File: src/rtl/core/psc_div_pipe.sv
// ----------------------------------------------------------------------------
// psc_div_pipe
// Pipelined unsigned restoring divider, one quotient bit per stage, with a
// side word that travels alongside each item.
// ----------------------------------------------------------------------------
module psc_div_pipe #(
  parameter int NW = 32,
  parameter int DW = 17,
  parameter int SW = 1
) (
  input  logic          clk,
  input  logic          rst_n,
  input  logic          in_valid,
  input  logic [NW-1:0] in_dividend,
  input  logic [DW-1:0] in_divisor,
  input  logic [SW-1:0] in_side,
  output logic          out_valid,
  output logic [NW-1:0] out_quotient,
  output logic [SW-1:0] out_side
);

  logic          vld_r  [NW];
  logic [NW-1:0] dvd_r  [NW];
  logic [NW-1:0] quo_r  [NW];
  logic [DW-1:0] rem_r  [NW];
  logic [DW-1:0] dvs_r  [NW];
  logic [SW-1:0] side_r [NW];

  for (genvar k = 0; k < NW; k++) begin : g_st
    logic          vld_i;
    logic [NW-1:0] dvd_i;
    logic [NW-1:0] quo_i;
    logic [DW-1:0] rem_i;
    logic [DW-1:0] dvs_i;
    logic [SW-1:0] side_i;
    logic [DW:0]   trial;
    logic [DW:0]   diff;
    logic          ge;

    if (k == 0) begin : g_first
      assign vld_i  = in_valid;
      assign dvd_i  = in_dividend;
      assign quo_i  = '0;
      assign rem_i  = '0;
      assign dvs_i  = in_divisor;
      assign side_i = in_side;
    end else begin : g_next
      assign vld_i  = vld_r[k-1];
      assign dvd_i  = dvd_r[k-1];
      assign quo_i  = quo_r[k-1];
      assign rem_i  = rem_r[k-1];
      assign dvs_i  = dvs_r[k-1];
      assign side_i = side_r[k-1];
    end

    assign trial = {rem_i, dvd_i[NW-1]};
    assign diff  = trial - {1'b0, dvs_i};
    assign ge    = (trial >= {1'b0, dvs_i});

    always_ff @(posedge clk) begin
      if (!rst_n) begin
        vld_r[k] <= 1'b0;
      end else begin
        vld_r[k] <= vld_i;
      end
    end

    always_ff @(posedge clk) begin
      dvd_r[k]  <= {dvd_i[NW-2:0], 1'b0};
      quo_r[k]  <= {quo_i[NW-2:0], ge};
      rem_r[k]  <= ge ? diff[DW-1:0] : trial[DW-1:0];
      dvs_r[k]  <= dvs_i;
      side_r[k] <= side_i;
    end
  end

  assign out_valid    = vld_r[NW-1];
  assign out_quotient = quo_r[NW-1];
  assign out_side     = side_r[NW-1];

endmodule

File: config.mk
export PLATFORM = sky130hd
export DESIGN_NAME = psc_div_pipe
export DESIGN_NICKNAME = d
export VERILOG_FILES = /design/src/rtl/core/psc_div_pipe.sv
export SDC_FILE = /design/constraint.sdc
export NUM_CORES = 2
export LEC_CHECK = 0
export ABC_AREA = 1
export BUFFER_PORTS_ARGS = -buffer_cell sky130_fd_sc_hd__buf_2
export CAP_MARGIN = 20
export CORE_ASPECT_RATIO = 0.9
export CORE_MARGIN = 2
export CORE_UTILIZATION = 57
export DETAILED_ROUTE_END_ITERATION = 6
export PLACE_DENSITY_LB_ADDON = 0.05
export SLEW_MARGIN = 20
export SYNTH_ARGS = -nofsm -noshare
export SYNTH_HDL_FRONTEND = slang
export SYNTH_SLANG_ARGS = --single-unit
File: constraint.sdc
create_clock -name clk -period 1.95 [get_ports clk]
set_clock_uncertainty 0.1 [all_clocks]
set_input_delay 0.39 -clock clk [delete_from_list [all_inputs] [get_ports clk]]
set_output_delay 0.39 -clock clk [all_outputs]
set_load 0.1 [all_outputs]
==> load_flow_metrics.sql <==
INSERT INTO impl_metrics (metric_group, metric, value, unit) VALUES
('outcome', 'status', 'complete, but fails checks', ''),
('outcome', 'failed_checks', 'setup timing', ''),
('global_routing', 'grt_antenna_before_repair', '1', ''),
('timing', 'setup_viol_count_final', '421', ''),
('setup_path', 'r2r.worst_path.cells', '15', ''),
('setup_path', 'worstReg2RegStart', 'dvd_r[2][61]', ''),
('floorplan', 'start_util', '57.51', '%'),
('logic_synthesis', 'post_synth.cell_area_avg', '7.816', 'um^2'),
('route', 'via_count', '73720', ''),
('logic_synthesis', 'netlist_area', '86740', 'um^2'),
('worst_hold_path', 'hold_path.class', 'in2reg', ''),
('power_and_ir_drop', 'power_density', '1474', 'nW/um^2'),
('logic_synthesis', 'synth_cells', '11100', ''),
('global_routing', 'grtUsageTotal', '28.80', '%'),
('logic_synthesis', 'synth_top_cell_area_share', '49.43', '%'),
('route', 'drc', '0', ''),
('floorplan', 'die_area', '155300', 'um^2'),
('clock_network', 'htreeDepth', '4', ''),
('setup_path', 'regToRegEndpoint', 'rem_r[1][36]', ''),
('setup_path', 'timing.reg2reg.setup_slack', '-0.19', 'ns'),
('global_routing', 'number_of_global_route_vias_before_repair', '71340', ''),
('global_routing', 'grt_most_used_layer', 'met2', ''),
('setup_path', 'crit_path_frequent_cell', 'nand2_2', ''),
('logic_synthesis', 'synth_cell_type_count', '42', ''),
('setup_path', 'setup.worst_path.class', 'reg2reg', ''),
('power_and_ir_drop', 'power_leakage', '61.89', 'nW'),
('layout', 'utilization', '78.40', '%'),
('setup_path', 'cp_top_family', 'simple AND/OR/NAND/NOR gates', ''),
('global_routing', 'wire_length_of_the_first_global_routing_pass', '365.4', 'mm'),
('route', 'first_iter_violations', '5954', ''),
('timing', 'final_setup_slack_of_the_worst_path', '-0.1911', 'ns'),
('layout', 'layout.cells.most_common', 'nand2_1', ''),
('floorplan', 'core_area', '150800', 'um^2'),
('setup_path', 'cp-end-kind', 'register', ''),
('timing', 'fmax', '467.0', 'MHz'),
('clock_network', 'cts-buffers-inserted', '199', ''),
('floorplan', 'die_w', '415.2', 'um'),
('logic_synthesis', 'mappedNetlistNets', '11710', ''),
('timing', 'finalMaxSlewViolations', '0', ''),
('setup_path', 'cpMaxStageDelayCell', 'fa_2', ''),
('global_routing', 'grt_start_max_net_pins', '33', ''),
('layout', 'flow.area_growth_from_synthesis', '36.34', '%'),
('logic_synthesis', 'synth_top_cells_by_area', 'dfxtp_1 (49%), nand2_1 (17%), inv_1 (9.0%)', ''),
('setup_path', 'timing.critical_path.arrival', '2.80', 'ns'),
('power_and_ir_drop', 'post-layout-total-power', '174.3', 'mW'),
('logic_synthesis', 'synth_seq_cells', '2142', ''),
('timing', 'finalCriticalPeriod', '2.141', 'ns'),
('timing', 'rsz_0062_raised_after_global_routing', 'true', ''),
('layout', 'final_nets', '13300', ''),
('flow_run', 'drv.max_cap_violation_count', '0', ''),
('clock_network', 'cts_max_path_buffers', '3', ''),
('route', 'average_wire_per_cell_in_the_routed_design', '16.04', 'um'),
('floorplan', 'fp-row-count', '135', ''),
('setup_path', 'timing.critical_path.fanout_max', '5', ''),
('global_routing', 'met2_usage', '46.95', '%'),
('place', 'globalplace.congestion', '0.9312', ''),
('logic_synthesis', 'synthesis.yosys.warnings', '0', ''),
('timing', 'report.final.hold_viol_count', '0', ''),
('timing', 'setup-tns-final', '-29.04', 'ns'),
('clock_network', 'worst_skew_pair.late_latency', '0.86', 'ns'),
('place', 'detailedPlacementHpwl', '157.3', 'mm'),
('route', 'antenna_violating_nets_post_route', '0', ''),
('worst_hold_path', 'hold-path-endpoint', 'dvd_r[0][3]', ''),
('layout', 'layout-drive-gt1-share', '29.26', '%'),
('global_routing', 'grt_use_met3', '4.188', '%'),
('logic_synthesis', 'seq_total_area_yosys', '49.43', '%'),
('setup_path', 'cpPeakStageDelay', '0.38', 'ns'),
('global_routing', 'overflow', '0', ''),
('timing', 'relSlewSlack', '60.54', '%'),
('timing', 'final.period_utilization', '109.8', '%'),
('logic_synthesis', 'synth_ff_type', 'dfxtp_1', '');
==> worst max-delay path by stage <==
stage / from / to / depth (start not counted)
global placement: dvs_r[4][13] / rem_r[0][98] / 11
global route: dvd_r[0][30] / rem_r[0][26] / 16
finish: dvd_r[2][61] / rem_r[1][36] / 15
detailed placement: dvs_r[4][11] / rem_r[0][99] / 11
floorplan: dvd_r[0][123] / rem_r[0][70] / 15
CTS: dvs_r[28][0] / rem_r[1][237] / 14
==> layer usage <==
layer | vias to the layer above | wire (um)
met5 | - | 16
met4 | 2 | 5345
met3 | 443 | 14280
met2 | 2130 | 109900
met1 | 34220 | 108600
li1 | 36930 | -
==> synthesized netlist by cell type, types with 9 or more instances <==
cell,number
nor4_4,25
or2_0,10
xor2_1,180
nand2_1,3950
buf_6,32
nand2_2,106
inv_1,2075
fa_1,30
ha_1,529
nand3_1,861
o21ai_2,18
buf_2,21
nor2_2,27
dfxtp_1,2142
and2_1,40
or2_1,27
xnor2_1,30
nor2_4,28
nor3_1,40
a21oi_1,279
and3_1,25
nand3b_1,36
o21a_1,9
buf_4,44
nor2_1,389
inv_2,9
nand2_4,54
nand4_1,50
==> metrics by stage <==
step	instances	setup WS [ns]
6_report	14850	-0.1911
5_1_grt	14850	-0.2722
4_1_cts	14720	-0.1253
3_5_place_dp	14010	-0.2860
3_3_place_gp	14010	-0.2853
2_1_floorplan	11100	0.001263
==> timing repair <==
item | CTS | global route
cloned | 73 | 27
endpoints found under the setup margin | 560 | 541
hold buffers | 53 | 0
setup buffers | 207 | 112
pin swaps | 479 | 529
hold endpoints to repair | 99 | 0
resized for setup | 1187 | 1107
==> kinds of logic after synthesis <==
| kind of cell | after synthesis | share of synthesized area, % |
|---|---|---|
| AND/OR/NAND/NOR | 5686 | 28.19 |
| buffers and inverters | 2189 | 10.01 |
| flip-flops | 2142 | 49.43 |
| adder cells (fa/ha/maj) | 559 | 8.323 |
| AO/OA/AOI/OAI | 313 | 1.920 |
| XOR/XNOR | 210 | 2.120 |
==> state kept, by name, summed over array words and instances, names as in the netlist <==
signal,count
quo_r,528
rem_r,527
vld_r,32
side_r,32
dvd_r,496
dvs_r,527
==> area by class of cell <==
cell class	instances	area, um^2
sequential	2142	43320
fill	10200	32570
clock buffer	243	5425
timing repair buffer	1423	12790
inverter	2084	7864
tap	1986	2485
antenna	1	2.502
clock inverter	132	1974
multi-input combinational	6836	44410
==> where the power goes <==
| group | internal (mW) | total, mW | switching, mW |
|---|---|---|---|
| Combinational | 31.6 | 74.4 | 42.9 |
| Sequential | 51.6 | 57.5 | 5.87 |
| Clock | 24.3 | 42.4 | 18.1 |
==> worst register-to-register path: stages (launching register included) <==
cell and delay [ns]:
dfxtp_2 0.34, inv_2 0.07, ha_4 0.14, inv_4 0.04, fa_2 0.38, nand2_2 0.09
nand2_2 0.08, nand3_2 0.07, nand2_2 0.07, nand2_2 0.10, nand2_4 0.09, nand2_8 0.11
buf_6 0.14, buf_12 0.13, nand3_2 0.08, nand2_2 0.06
No activity file was read; power rests on OpenSTA's default activity.
