===== src/rtl/core/psc_pkg.sv =====
// ----------------------------------------------------------------------------
// psc_pkg
// Shared types, register codes and constants of the pressure and temperature
// compensation block.
// ----------------------------------------------------------------------------
package psc_pkg;

  localparam int CFG_AW = 5;
  localparam int CFG_DW = 64;

  typedef enum logic [1:0] {
    REG_OSS = 2'd0,
    REG_PA  = 2'd1,
    REG_PB  = 2'd2,
    REG_TC  = 2'd3
  } reg_idx_t;

  localparam logic [1:0] ST_OK    = 2'd0;
  localparam logic [1:0] ST_TDIV0 = 2'd1;
  localparam logic [1:0] ST_PDIV0 = 2'd2;

  localparam logic [1:0] OSS_RESET = 2'd2;

  localparam int T_DIV_NW = 27;
  localparam int T_DIV_DW = 17;
  localparam int P_DIV_NW = 32;
  localparam int P_DIV_DW = 17;

  localparam logic signed [31:0] K_B6_OFF   = 32'sd4000;
  localparam logic signed [31:0] K_P_SQ     = 32'sd3038;
  localparam logic signed [31:0] K_P_LIN    = -32'sd77357;
  localparam logic signed [31:0] K_P_OFF    = 32'sd3791;
  localparam logic signed [31:0] K_U_OFF    = 32'sd32768;
  localparam logic        [15:0] K_B7_SCALE = 16'd50000;

  typedef struct packed {
    logic [15:0] raw_temperature;
    logic [18:0] raw_pressure;
  } in_item_t;

  typedef struct packed {
    logic signed [15:0] temperature_tenths;
    logic signed [31:0] pressure_pascal;
    logic        [1:0]  status;
  } out_item_t;

  typedef struct packed {
    logic [1:0]  oss;
    logic [63:0] pa;
    logic [31:0] pb;
    logic [63:0] tc;
  } cfg_t;

endpackage


===== src/rtl/core/psc_cfg_regs.sv =====
// ----------------------------------------------------------------------------
// psc_cfg_regs
// APB register file holding oversampling and calibration coefficients.
// ----------------------------------------------------------------------------
module psc_cfg_regs (
  input  logic                        clk,
  input  logic                        rst_n,
  input  logic                        psel,
  input  logic                        penable,
  input  logic                        pwrite,
  input  logic [psc_pkg::CFG_AW-1:0]  paddr,
  input  logic [psc_pkg::CFG_DW-1:0]  pwdata,
  output logic [psc_pkg::CFG_DW-1:0]  prdata,
  output logic                        pready,
  output psc_pkg::cfg_t               cfg
);

  psc_pkg::cfg_t    cfg_r;
  psc_pkg::reg_idx_t idx;
  logic             wr_en;

  assign idx    = psc_pkg::reg_idx_t'(paddr[4:3]);
  assign wr_en  = psel & penable & pwrite;
  assign pready = 1'b1;
  assign cfg    = cfg_r;

  always_ff @(posedge clk) begin
    if (!rst_n) begin
      cfg_r.oss <= psc_pkg::OSS_RESET;
      cfg_r.pa  <= '0;
      cfg_r.pb  <= '0;
      cfg_r.tc  <= '0;
    end else if (wr_en) begin
      unique case (idx)
        psc_pkg::REG_OSS: cfg_r.oss <= pwdata[1:0];
        psc_pkg::REG_PA:  cfg_r.pa  <= pwdata;
        psc_pkg::REG_PB:  cfg_r.pb  <= pwdata[31:0];
        psc_pkg::REG_TC:  cfg_r.tc  <= pwdata;
        default: ;
      endcase
    end
  end

  always_comb begin
    unique case (idx)
      psc_pkg::REG_OSS: prdata = {62'd0, cfg_r.oss};
      psc_pkg::REG_PA:  prdata = cfg_r.pa;
      psc_pkg::REG_PB:  prdata = {32'd0, cfg_r.pb};
      psc_pkg::REG_TC:  prdata = cfg_r.tc;
      default:          prdata = '0;
    endcase
  end

endmodule


===== config.mk =====
export PLATFORM = sky130hd
export DESIGN_NAME = psc_cfg_regs
export DESIGN_NICKNAME = d
export VERILOG_FILES = /design/src/rtl/core/psc_pkg.sv /design/src/rtl/core/psc_cfg_regs.sv
export SDC_FILE = /design/constraint.sdc
export NUM_CORES = 1
export LEC_CHECK = 0
export ABC_AREA = 1
export BUFFER_PORTS_ARGS = -buffer_cell sky130_fd_sc_hd__buf_2
export CORE_ASPECT_RATIO = 0.8
export CORE_UTILIZATION = 44
export DETAILED_ROUTE_END_ITERATION = 8
export PLACE_DENSITY = 0.72
export RECOVER_POWER = 100
export SETUP_SLACK_MARGIN = 0.1
export SYNTH_ARGS = -nofsm -noshare
export SYNTH_HDL_FRONTEND = slang
export SYNTH_SLANG_ARGS = --single-unit

===== constraint.sdc =====
create_clock -name clk -period 0.88 [get_ports clk]
set_input_delay 0.044 -clock clk [delete_from_list [all_inputs] [get_ports clk]]
set_output_delay 0.044 -clock clk [all_outputs]
set_load 0.005 [all_outputs]

==> results of run 1 <==
-- routing by layer --
layer | vias to the layer above | track usage
met5 | - | 0
met4 | 0 | 0.142
met3 | 98 | 0.0617
met2 | 545 | 0.528
met1 | 4358 | 0.343
li1 | 4428 | -
-- Yosys cell counts --
| cell type | n | area (um^2) |
|---|---|---|
| a22o_1 | 32 | 280 |
| buf_2 | 33 | 165 |
| nand3_1 | 192 | 961 |
| clkbuf_1 | 5 | 18.8 |
| nand3_2 | 1 | 10.0 |
| nor2_4 | 3 | 33.8 |
| inv_1 | 67 | 251 |
| nand4_1 | 2 | 12.5 |
| conb_1 | 1 | 3.75 |
| o21ai_0 | 1 | 5.00 |
| dfxtp_1 | 162 | 3240 |
| nor2_2 | 2 | 12.5 |
| buf_4 | 15 | 113 |
| nor2_1 | 325 | 1220 |
| inv_2 | 1 | 3.75 |
| buf_6 | 17 | 191 |
| nand2_1 | 265 | 995 |
| buf_1 | 15 | 56.3 |
-- through the flow --
step           TNS, ps  area, um^2   util  setup slack (ps)
2_1_floorplan        0        7640      -              90.1
6_report        -26450       12500  0.750              -361
4_1_cts         -25540       11900  0.713              -251
3_5_place_dp    -37350        9480  0.567              -227
5_1_grt         -38020       12500  0.750              -392
3_3_place_gp    -32850        9480  0.567              -195
-- worst min path at each step --
stage                          from        to  slack, ps
after floorplan           pwdata[1]  cfg[161]        170
after global routing          rst_n  cfg[161]         80
after CTS                  paddr[3]  cfg[160]          6
after detailed placement  pwdata[1]  cfg[161]        270
final                      paddr[3]  cfg[160]         60
after global placement    pwdata[1]  cfg[161]        270
-- area by class of cell --
class	instances	area, um^2	share of cell area
antenna	1	2.50	0.000200
inverter	68	262	0.0209
timing repair buffer	498	4230	0.338
multi-input combinational	824	3750	0.299
sequential	162	3470	0.277
tap	220	275	0.0220
clock inverter	9	58.8	0.00469
clock buffer	21	480	0.0384
-- cells by family after synthesis --
logic type | after synthesis | synth area share
flops | 162 | 0.428
compound gates | 33 | 0.0377
simple gates | 790 | 0.428
other cells | 1 | 0.000495
buf+inv | 153 | 0.106
-- power by group through the flow --
stage / clock network [W] / logic (W) / registers [W]
finish: 0.00683 / 0.00247 / 0.00765
global placement: 0 / 0.00178 / 0.00779
global route: 0.00723 / 0.00266 / 0.00766
floorplan: 0 / 0.00106 / 0.00778
CTS: 0.00689 / 0.00228 / 0.00766
detailed placement: 0 / 0.00180 / 0.00779
-- repair_timing --
item                                   CTS  global route
endpoints found under the hold margin  157             0
pin swaps                               88            60
resized for setup                      286           122
hold buffers                            64             0
setup endpoints to repair              226           248
cloned                                   2             0
buffers inserted                        51            42
-- critical path, cell delays in order, from the launching register on --
cell and delay, ps:
dfxtp_2 340, a22o_1 280, buf_2 170
==> metrics.csv, run 1 <==
metric,value,unit
outcome,"finished, violations left",
violations,negative setup slack,
numCtsBuffers,17,
clock_latency,420,ps
yosysWarnings,0,
max_cap_violations,0,
avgSynthCellArea,6.65,um^2
fillers,1179,
remaining_drc_errors,0,
ios,301,
drt-total-wl,29.7,mm
rows,42,
finalWorstSetupSlack,-361,ps
final_cell_mix,"nor2_1 (313), nand2_1 (229), buf_2 (195), nand3_1 (181), buf_6 (153)",
fin_crit,1240,ps
grt_pass1_vias,8676,
yosysUniqueCellTypes,18,
ys_ff_latch,162,
net-switching-power,0.00441,W
peakVddDrop,0.00122,V
r2r_end,cfg[53],
routed_via_density,5.23,
grt_overflow,0,
arrival,1200,ps
holdPathStages,5,
period_share,1.41,
gp_congestion,0.806,
clk_path_buf_depth,2,
routed.top_layer,met4,
dr_wl_met2,14.8,mm
clock_power_share,0.403,
clkSinkCount,162,
clk_pin_slew,60,ps
wirelength_met1,11.2,mm
cts_tree,built,
crit_path_start_kind,flop,
grt_max_degree,54,
reg2regPathDepth,4,
root_buffer,clkbuf_16,
hold_class,in -> reg,
cts_htree_levels,4,
seq_power_share,0.451,
dp.cells,1617,
critical_path_class,reg -> out,
avgRoutedWirePerCell,16.5,um
grt_pass1_wl,42.0,mm
die_w,149,um
timing.fmax,806,MHz
ys_seq_area_frac,0.428,
dp_hpwl,15.7,mm
die_area,17800,um^2
fin_nets,1645,
firstDrtPassIters,8,
wl_met3,2.51,mm
clock_skew,0,ps
intPower,0.0125,W
io_buffer_count,296,
die_y,119,um
reg2reg_slack,0,ps
end_kind,output pin,
syn-cell-area,7580,um^2
worstReg2RegStart,cfg[53],
crit_end,prdata[36],
rsz0062_at_grt,yes,
required,840,ps
holdWs,64.9,ps
power,0.0169,W
setup_viol,233,
antenna_found_initial,1,
syn_nets,1213,
core,16700,um^2
largest_register_ffs,162,
final_cell_count_no_fill,1803,
leakagePower,6.25,nW
globalRouteTotalUtil,0.299,
synthCells,1139,
hold_violations,0,
crit_fanout,2,
vias,9429,
synthToLayoutAreaGrowth,65.4,%
power.density,1350,nW/um^2
postRouteAntennaNets,0,
start_util,0.453,
swShare,0.260,
finalMaxSlewViolations,0,
worstSetupStartpoint,cfg[36],
drive_gt1_frac,0.427,
pwr-share-comb,0.146,
drt-initial-drc-count,782,
final_common_cell,nor2_1,
Note: power is estimated with default switching activity, not from simulation.
==> inputs of run 2 (changes only) <==
CORE_UTILIZATION = 49   (was 44)
PLACE_DENSITY = 0.77   (was 0.72)
clock period = 1.2 ns   (was 0.88 ns; I/O delays follow)
==> metrics.csv, run 2 (synthesis results as in run 1) <==
metric,value,unit,change
clk_path_buf_depth,2,,unchanged
routed_via_density,5.09,,was 5.23
core,15100,um^2,was 16700 um^2
finalWorstSetupSlack,4.39,ps,was -361 ps
setup_viol,0,,was 233
leakagePower,5.55,nW,was 6.25 nW
outcome,completed,,"was finished, violations left"
critical_path_class,reg -> out,,unchanged
peakVddDrop,0.00100,V,was 0.00122 V
io_buffer_count,296,,unchanged
fin_crit,1200,ps,
rsz0062_at_grt,yes,,unchanged
slowest_delay,380,ps,was 340 ps
worstSetupStartpoint,cfg[68],,was cfg[36]
root_buffer,clkbuf_16,,unchanged
arrival,1140,ps,was 1200 ps
tightest_slew,724,ps,
numCtsBuffers,17,,unchanged
power.density,1180,nW/um^2,was 1350 nW/um^2
hold_class,in -> reg,,unchanged
place_ws,60.5,ps,was -227 ps
avgRoutedWirePerCell,14.6,um,was 16.5 um
cts_tree,built,,unchanged
hold_violations,0,,unchanged
placed_cell_area,9290,um^2,was 9480 um^2
final_common_cell,nor2_1,,unchanged
firstDrtPassIters,5,,was 8
fillers,1238,,was 1179
synthToLayoutAreaGrowth,45.0,%,was 65.4%
required,1140,ps,was 840 ps
timing.critical_path.cells,"nand2_1, nand3_1, buf_2",,"was a22o_1, buf_2"
gp_congestion,0.808,,was 0.806
die_area,16000,um^2,was 17800 um^2
rows,40,,was 42
timing.fmax,836,MHz,
period_share,0.996,,
crit_end,prdata[4],,was prdata[36]
max_cap_violations,0,,unchanged
holdPathStages,5,,unchanged
ios,301,,unchanged
globalRouteTotalUtil,0.297,,was 0.299
final_cell_mix,"nor2_1 (326), nand2_1 (252), buf_2 (248), nand3_1 (192), dfxtp_1 (153)",,"was nor2_1 (313), nand2_1 (229), buf_2 (195), nand3_1 (181), buf_6 (153)"
dp_hpwl,14.5,mm,was 15.7 mm
largest_register_ffs,162,,unchanged
postRouteAntennaNets,0,,unchanged
drt-total-wl,25.3,mm,was 29.7 mm
final_area,11000,um^2,was 12500 um^2
r2r_end,cfg[52],,was cfg[53]
worstReg2RegStart,cfg[52],,was cfg[53]
finalMaxSlewViolations,0,,unchanged
clock_skew,0,ps,unchanged
clk_pin_slew,60,ps,about the same
final_util,0.729,,was 0.750
slowest_stage,dfxtp_1,,was dfxtp_2
grt_max_degree,67,,was 54
antenna_cells,0,,was 1
antenna_found_initial,0,,was 1
crit_path_start_kind,flop,,unchanged
clock_latency,420,ps,about the same
remaining_drc_errors,0,,unchanged
die_y,113,um,was 119 um
grt_pass1_vias,7796,,was 8676
grt_pass1_wl,37.6,mm,was 42.0 mm
dp.cells,1587,,was 1617
drive_gt1_frac,0.258,,was 0.427
final_cell_count_no_fill,1735,,was 1803
reg2reg_slack,450,ps,was 0 ps
grt_overflow,0,,unchanged
die_w,141,um,was 149 um
relSlewSlack,0.517,,
drt-initial-drc-count,666,,was 782
crit_fanout,3,,was 2
fin_nets,1586,,was 1645
cts_htree_levels,4,,unchanged
start_util,0.503,,was 0.453
clkSinkCount,162,,unchanged
reg2regPathDepth,3,,was 4
vias,8839,,was 9429
end_kind,output pin,,unchanged
-- run 2: changes by cell type in the layout (fill, tap and decap cells not counted), sizes merged, moves of 3 or more --
cell | previous run | this run
buf | 425 | 321
bufinv | 0 | 4
clkbuf | 30 | 76
dlygate4sd3 | 64 | 61
inv | 67 | 70
clkinvlp | 5 | 2
-- run 2: worst min-delay path by stage --
stage                           from       end  slack, ps
after detailed placement   pwdata[1]  cfg[161]        290
final                     pwdata[28]  cfg[124]         10
after floorplan            pwdata[1]  cfg[161]        190
after CTS                 pwdata[28]  cfg[124]        0.3
after global placement     pwdata[1]  cfg[161]        290
after global routing           rst_n  cfg[152]         30
-- run 2: through the flow --
stage | setup TNS, ps | total power, W | hold WS [ps]
6_report | 0 | 0.0130 | 13.6
5_1_grt | -60.5 | 0.0134 | 29.7
2_1_floorplan | 0 | 0.00646 | 186
3_5_place_dp | 0 | 0.00698 | 294
4_1_cts | 0 | 0.0129 | 0.324
3_3_place_gp | 0 | 0.00696 | 289
-- run 2: per-layer routing --
layer | global-route usage | vias to the layer above | share of wire
met4 | 0.172 | 0 | 0.035
met2 | 0.506 | 435 | 0.48
met1 | 0.354 | 4016 | 0.41
met5 | 0 | - | 0
met3 | 0.0525 | 78 | 0.077
li1 | - | 4310 | -
-- run 2: what timing repair did --
| action | 4_1_cts | 5_1_grt |
|---|---|---|
| pin swaps | 35 | 25 |
| cloned | 1 | 5 |
| endpoints found under the hold margin | 142 | 0 |
| setup buffers | 35 | 14 |
| resized for setup | 89 | 62 |
| setup endpoints to repair | 62 | 64 |
| hold buffers | 61 | 0 |
-- run 2: final cells by class --
| class | count | area, um^2 | share of cell area |
|---|---|---|---|
| Timing Repair Buffer | 439 | 3020 | 0.274 |
| Multi-Input combinational cell | 824 | 3570 | 0.325 |
| Inverter | 68 | 258 | 0.0235 |
| Sequential cell | 162 | 3250 | 0.296 |
| Clock buffer | 20 | 447 | 0.0407 |
| Clock inverter | 12 | 180 | 0.0164 |
| Tap cell | 210 | 263 | 0.0239 |
-- run 2: report_power, final --
group / total, W / switching [W] / internal (W)
Clock: 0.00577 / 0.00222 / 0.00355
Combinational: 0.00159 / 0.000856 / 0.000736
Sequential: 0.00559 / 0.0000951 / 0.00550
-- run 2: worst max-delay path, delay by kind of cell (launching register included) --
kind / cells / cell delay, ps
buffers and inverters: 1 / 120
flip-flops: 1 / 380
AND/OR/NAND/NOR: 2 / 210
==> inputs of run 3 (changes only) <==
CELL_PAD_IN_SITES_DETAIL_PLACEMENT = 1   (was default)
CELL_PAD_IN_SITES_GLOBAL_PLACEMENT = 1   (was default)
CORE_UTILIZATION = 33   (was 49)
PLACE_DENSITY = 0.76   (was 0.77)
==> metrics.csv, run 3 (synthesis results as in run 1) <==
metric,value,unit,change
grt_overflow,0,,unchanged
drt-total-wl,31.0,mm,was 25.3 mm
gp_congestion,0.763,,was 0.808
multiInputGateArea,3660,um^2,was 3570 um^2
drt-initial-drc-count,480,,was 666
final_common_cell,nor2_1,,unchanged
remaining_drc_errors,0,,unchanged
synthToLayoutAreaGrowth,49.0,%,was 45.0%
clk_pin_slew,70,ps,was 60 ps
drive_gt1_frac,0.297,,was 0.258
dp_hpwl,17.3,mm,was 14.5 mm
cts_htree_levels,4,,unchanged
hold_class,in -> reg,,unchanged
power.density,1120,nW/um^2,was 1180 nW/um^2
die_y,138,um,was 113 um
max_cap_violations,0,,unchanged
vias,8880,,was 8839
globalRouteTotalUtil,0.233,,was 0.297
crit_path_start_kind,flop,,unchanged
grt_max_degree,91,,was 67
numCtsBuffers,17,,unchanged
start_util,0.337,,was 0.503
largest_register_ffs,162,,unchanged
rsz0062_at_grt,yes,,unchanged
clock_power_share,0.424,,was 0.445
period_share,0.965,,was 0.996
cts_tree,built,,unchanged
core,22500,um^2,was 15100 um^2
leakagePower,5.72,nW,was 5.55 nW
rows,49,,was 40
fin_nets,1591,,was 1586
final_cell_mix,"nor2_1 (326), buf_2 (264), nand2_1 (233), nand3_1 (183), dfxtp_1 (145)",,"was nor2_1 (326), nand2_1 (252), buf_2 (248), nand3_1 (192), dfxtp_1 (153)"
routed_via_density,4.83,,was 5.09
fin_crit,1160,ps,was 1200 ps
die_w,171,um,was 141 um
crit_fanout,3,,unchanged
grt_pass1_wl,43.1,mm,was 37.6 mm
net-switching-power,0.00342,W,was 0.00317 W
relSlewSlack,0.443,,was 0.517
dp.cells,1677,,was 1587
setup_viol,0,,unchanged
finalMaxSlewViolations,0,,unchanged
intPower,0.00920,W,was 0.00978 W
timing.fmax,863,MHz,was 836 MHz
clk_path_buf_depth,2,,unchanged
hold_violations,0,,unchanged
antenna_found_initial,1,,was 0
clock_skew,0,ps,unchanged
critical_path_class,reg -> out,,unchanged
peakVddDrop,0.00110,V,was 0.00100 V
ios,301,,unchanged
clkSinkCount,162,,unchanged
end_kind,output pin,,unchanged
firstDrtPassIters,4,,was 5
tightest_slew,836,ps,was 724 ps
arrival,1100,ps,was 1140 ps
fillers,3013,,was 1238
outcome,completed,,unchanged
grt_pass1_vias,8296,,was 7796
seq_area,3270,um^2,was 3250 um^2
final_cell_count_no_fill,1838,,was 1735
root_buffer,clkbuf_16,,unchanged
clock_latency,410,ps,was 420 ps
postRouteAntennaNets,0,,unchanged
avgRoutedWirePerCell,16.9,um,was 14.6 um
io_buffer_count,296,,unchanged
required,1140,ps,about the same
seq_power_share,0.443,,was 0.432
fin_tns_setup,0,ps,unchanged
die_area,23600,um^2,was 16000 um^2
pwr-share-comb,0.133,,was 0.123
swShare,0.271,,was 0.245
run 3: worst paths after layout:
kind / slack (ps) / startpoint / cells after the start / endpoint
hold reg to reg: 490 / cfg[97] / 2 / cfg[97]
hold / removal: 20 / pwdata[21] / 5 / cfg[21]
setup reg to reg: 430 / cfg[49] / 3 / cfg[49]
setup / recovery: 40 / cfg[62] / 2 / prdata[62]
run 3: metrics by stage:
stage | worst slack, ps | utilization | instance area, um^2 | hold slack (ps) | power [W]
finish | 41.4 | 0.502 | 11300 | 24.9 | 0.0126
global route | -22.6 | 0.502 | 11300 | 33.7 | 0.0131
global placement | 73.4 | 0.413 | 9300 | 289 | 0.00695
CTS | 22.0 | 0.482 | 10800 | 8.08 | 0.0125
detailed placement | 30.6 | 0.413 | 9300 | 301 | 0.00699
floorplan | 307 | - | 7580 | 186 | 0.00646
run 3: what timing repair did:
item / CTS / global route
buffers inserted: 32 / 24
endpoints found under the hold margin: 121 / 0
gates cloned: 0 / 12
hold buffers: 59 / 0
setup endpoints to repair: 63 / 65
gates resized for setup: 114 / 83
pin swaps: 34 / 38
run 3: worst max-delay path, stage by stage, from the launching register on:
cell and delay [ps]:
dfxtp_2 340, a22o_1 220, buf_2 130
run 3: power groups by stage:
| stage | Combinational (W) | Sequential, W | Clock (W) |
|---|---|---|---|
| floorplan | 0.000757 | 0.00571 | 0 |
| global placement | 0.00124 | 0.00571 | 0 |
| detailed placement | 0.00127 | 0.00571 | 0 |
| CTS | 0.00147 | 0.00560 | 0.00546 |
| global route | 0.00184 | 0.00561 | 0.00567 |
| finish | 0.00168 | 0.00559 | 0.00535 |
run 3: final cells by class:
type | count | area share
Multi-Input combinational cell | 824 | 0.324
Tap cell | 306 | 0.0339
Antenna cell | 2 | 0.000443
Inverter | 68 | 0.0231
Timing Repair Buffer | 444 | 0.279
Sequential cell | 162 | 0.289
Clock inverter | 12 | 0.0109
Clock buffer | 20 | 0.0396
run 3: per-layer routing:
metal,part of all wire,global-route usage
met1,0.43,0.282
met3,0.060,0.0595
met4,0.014,0.0675
met2,0.49,0.407
met5,0,0
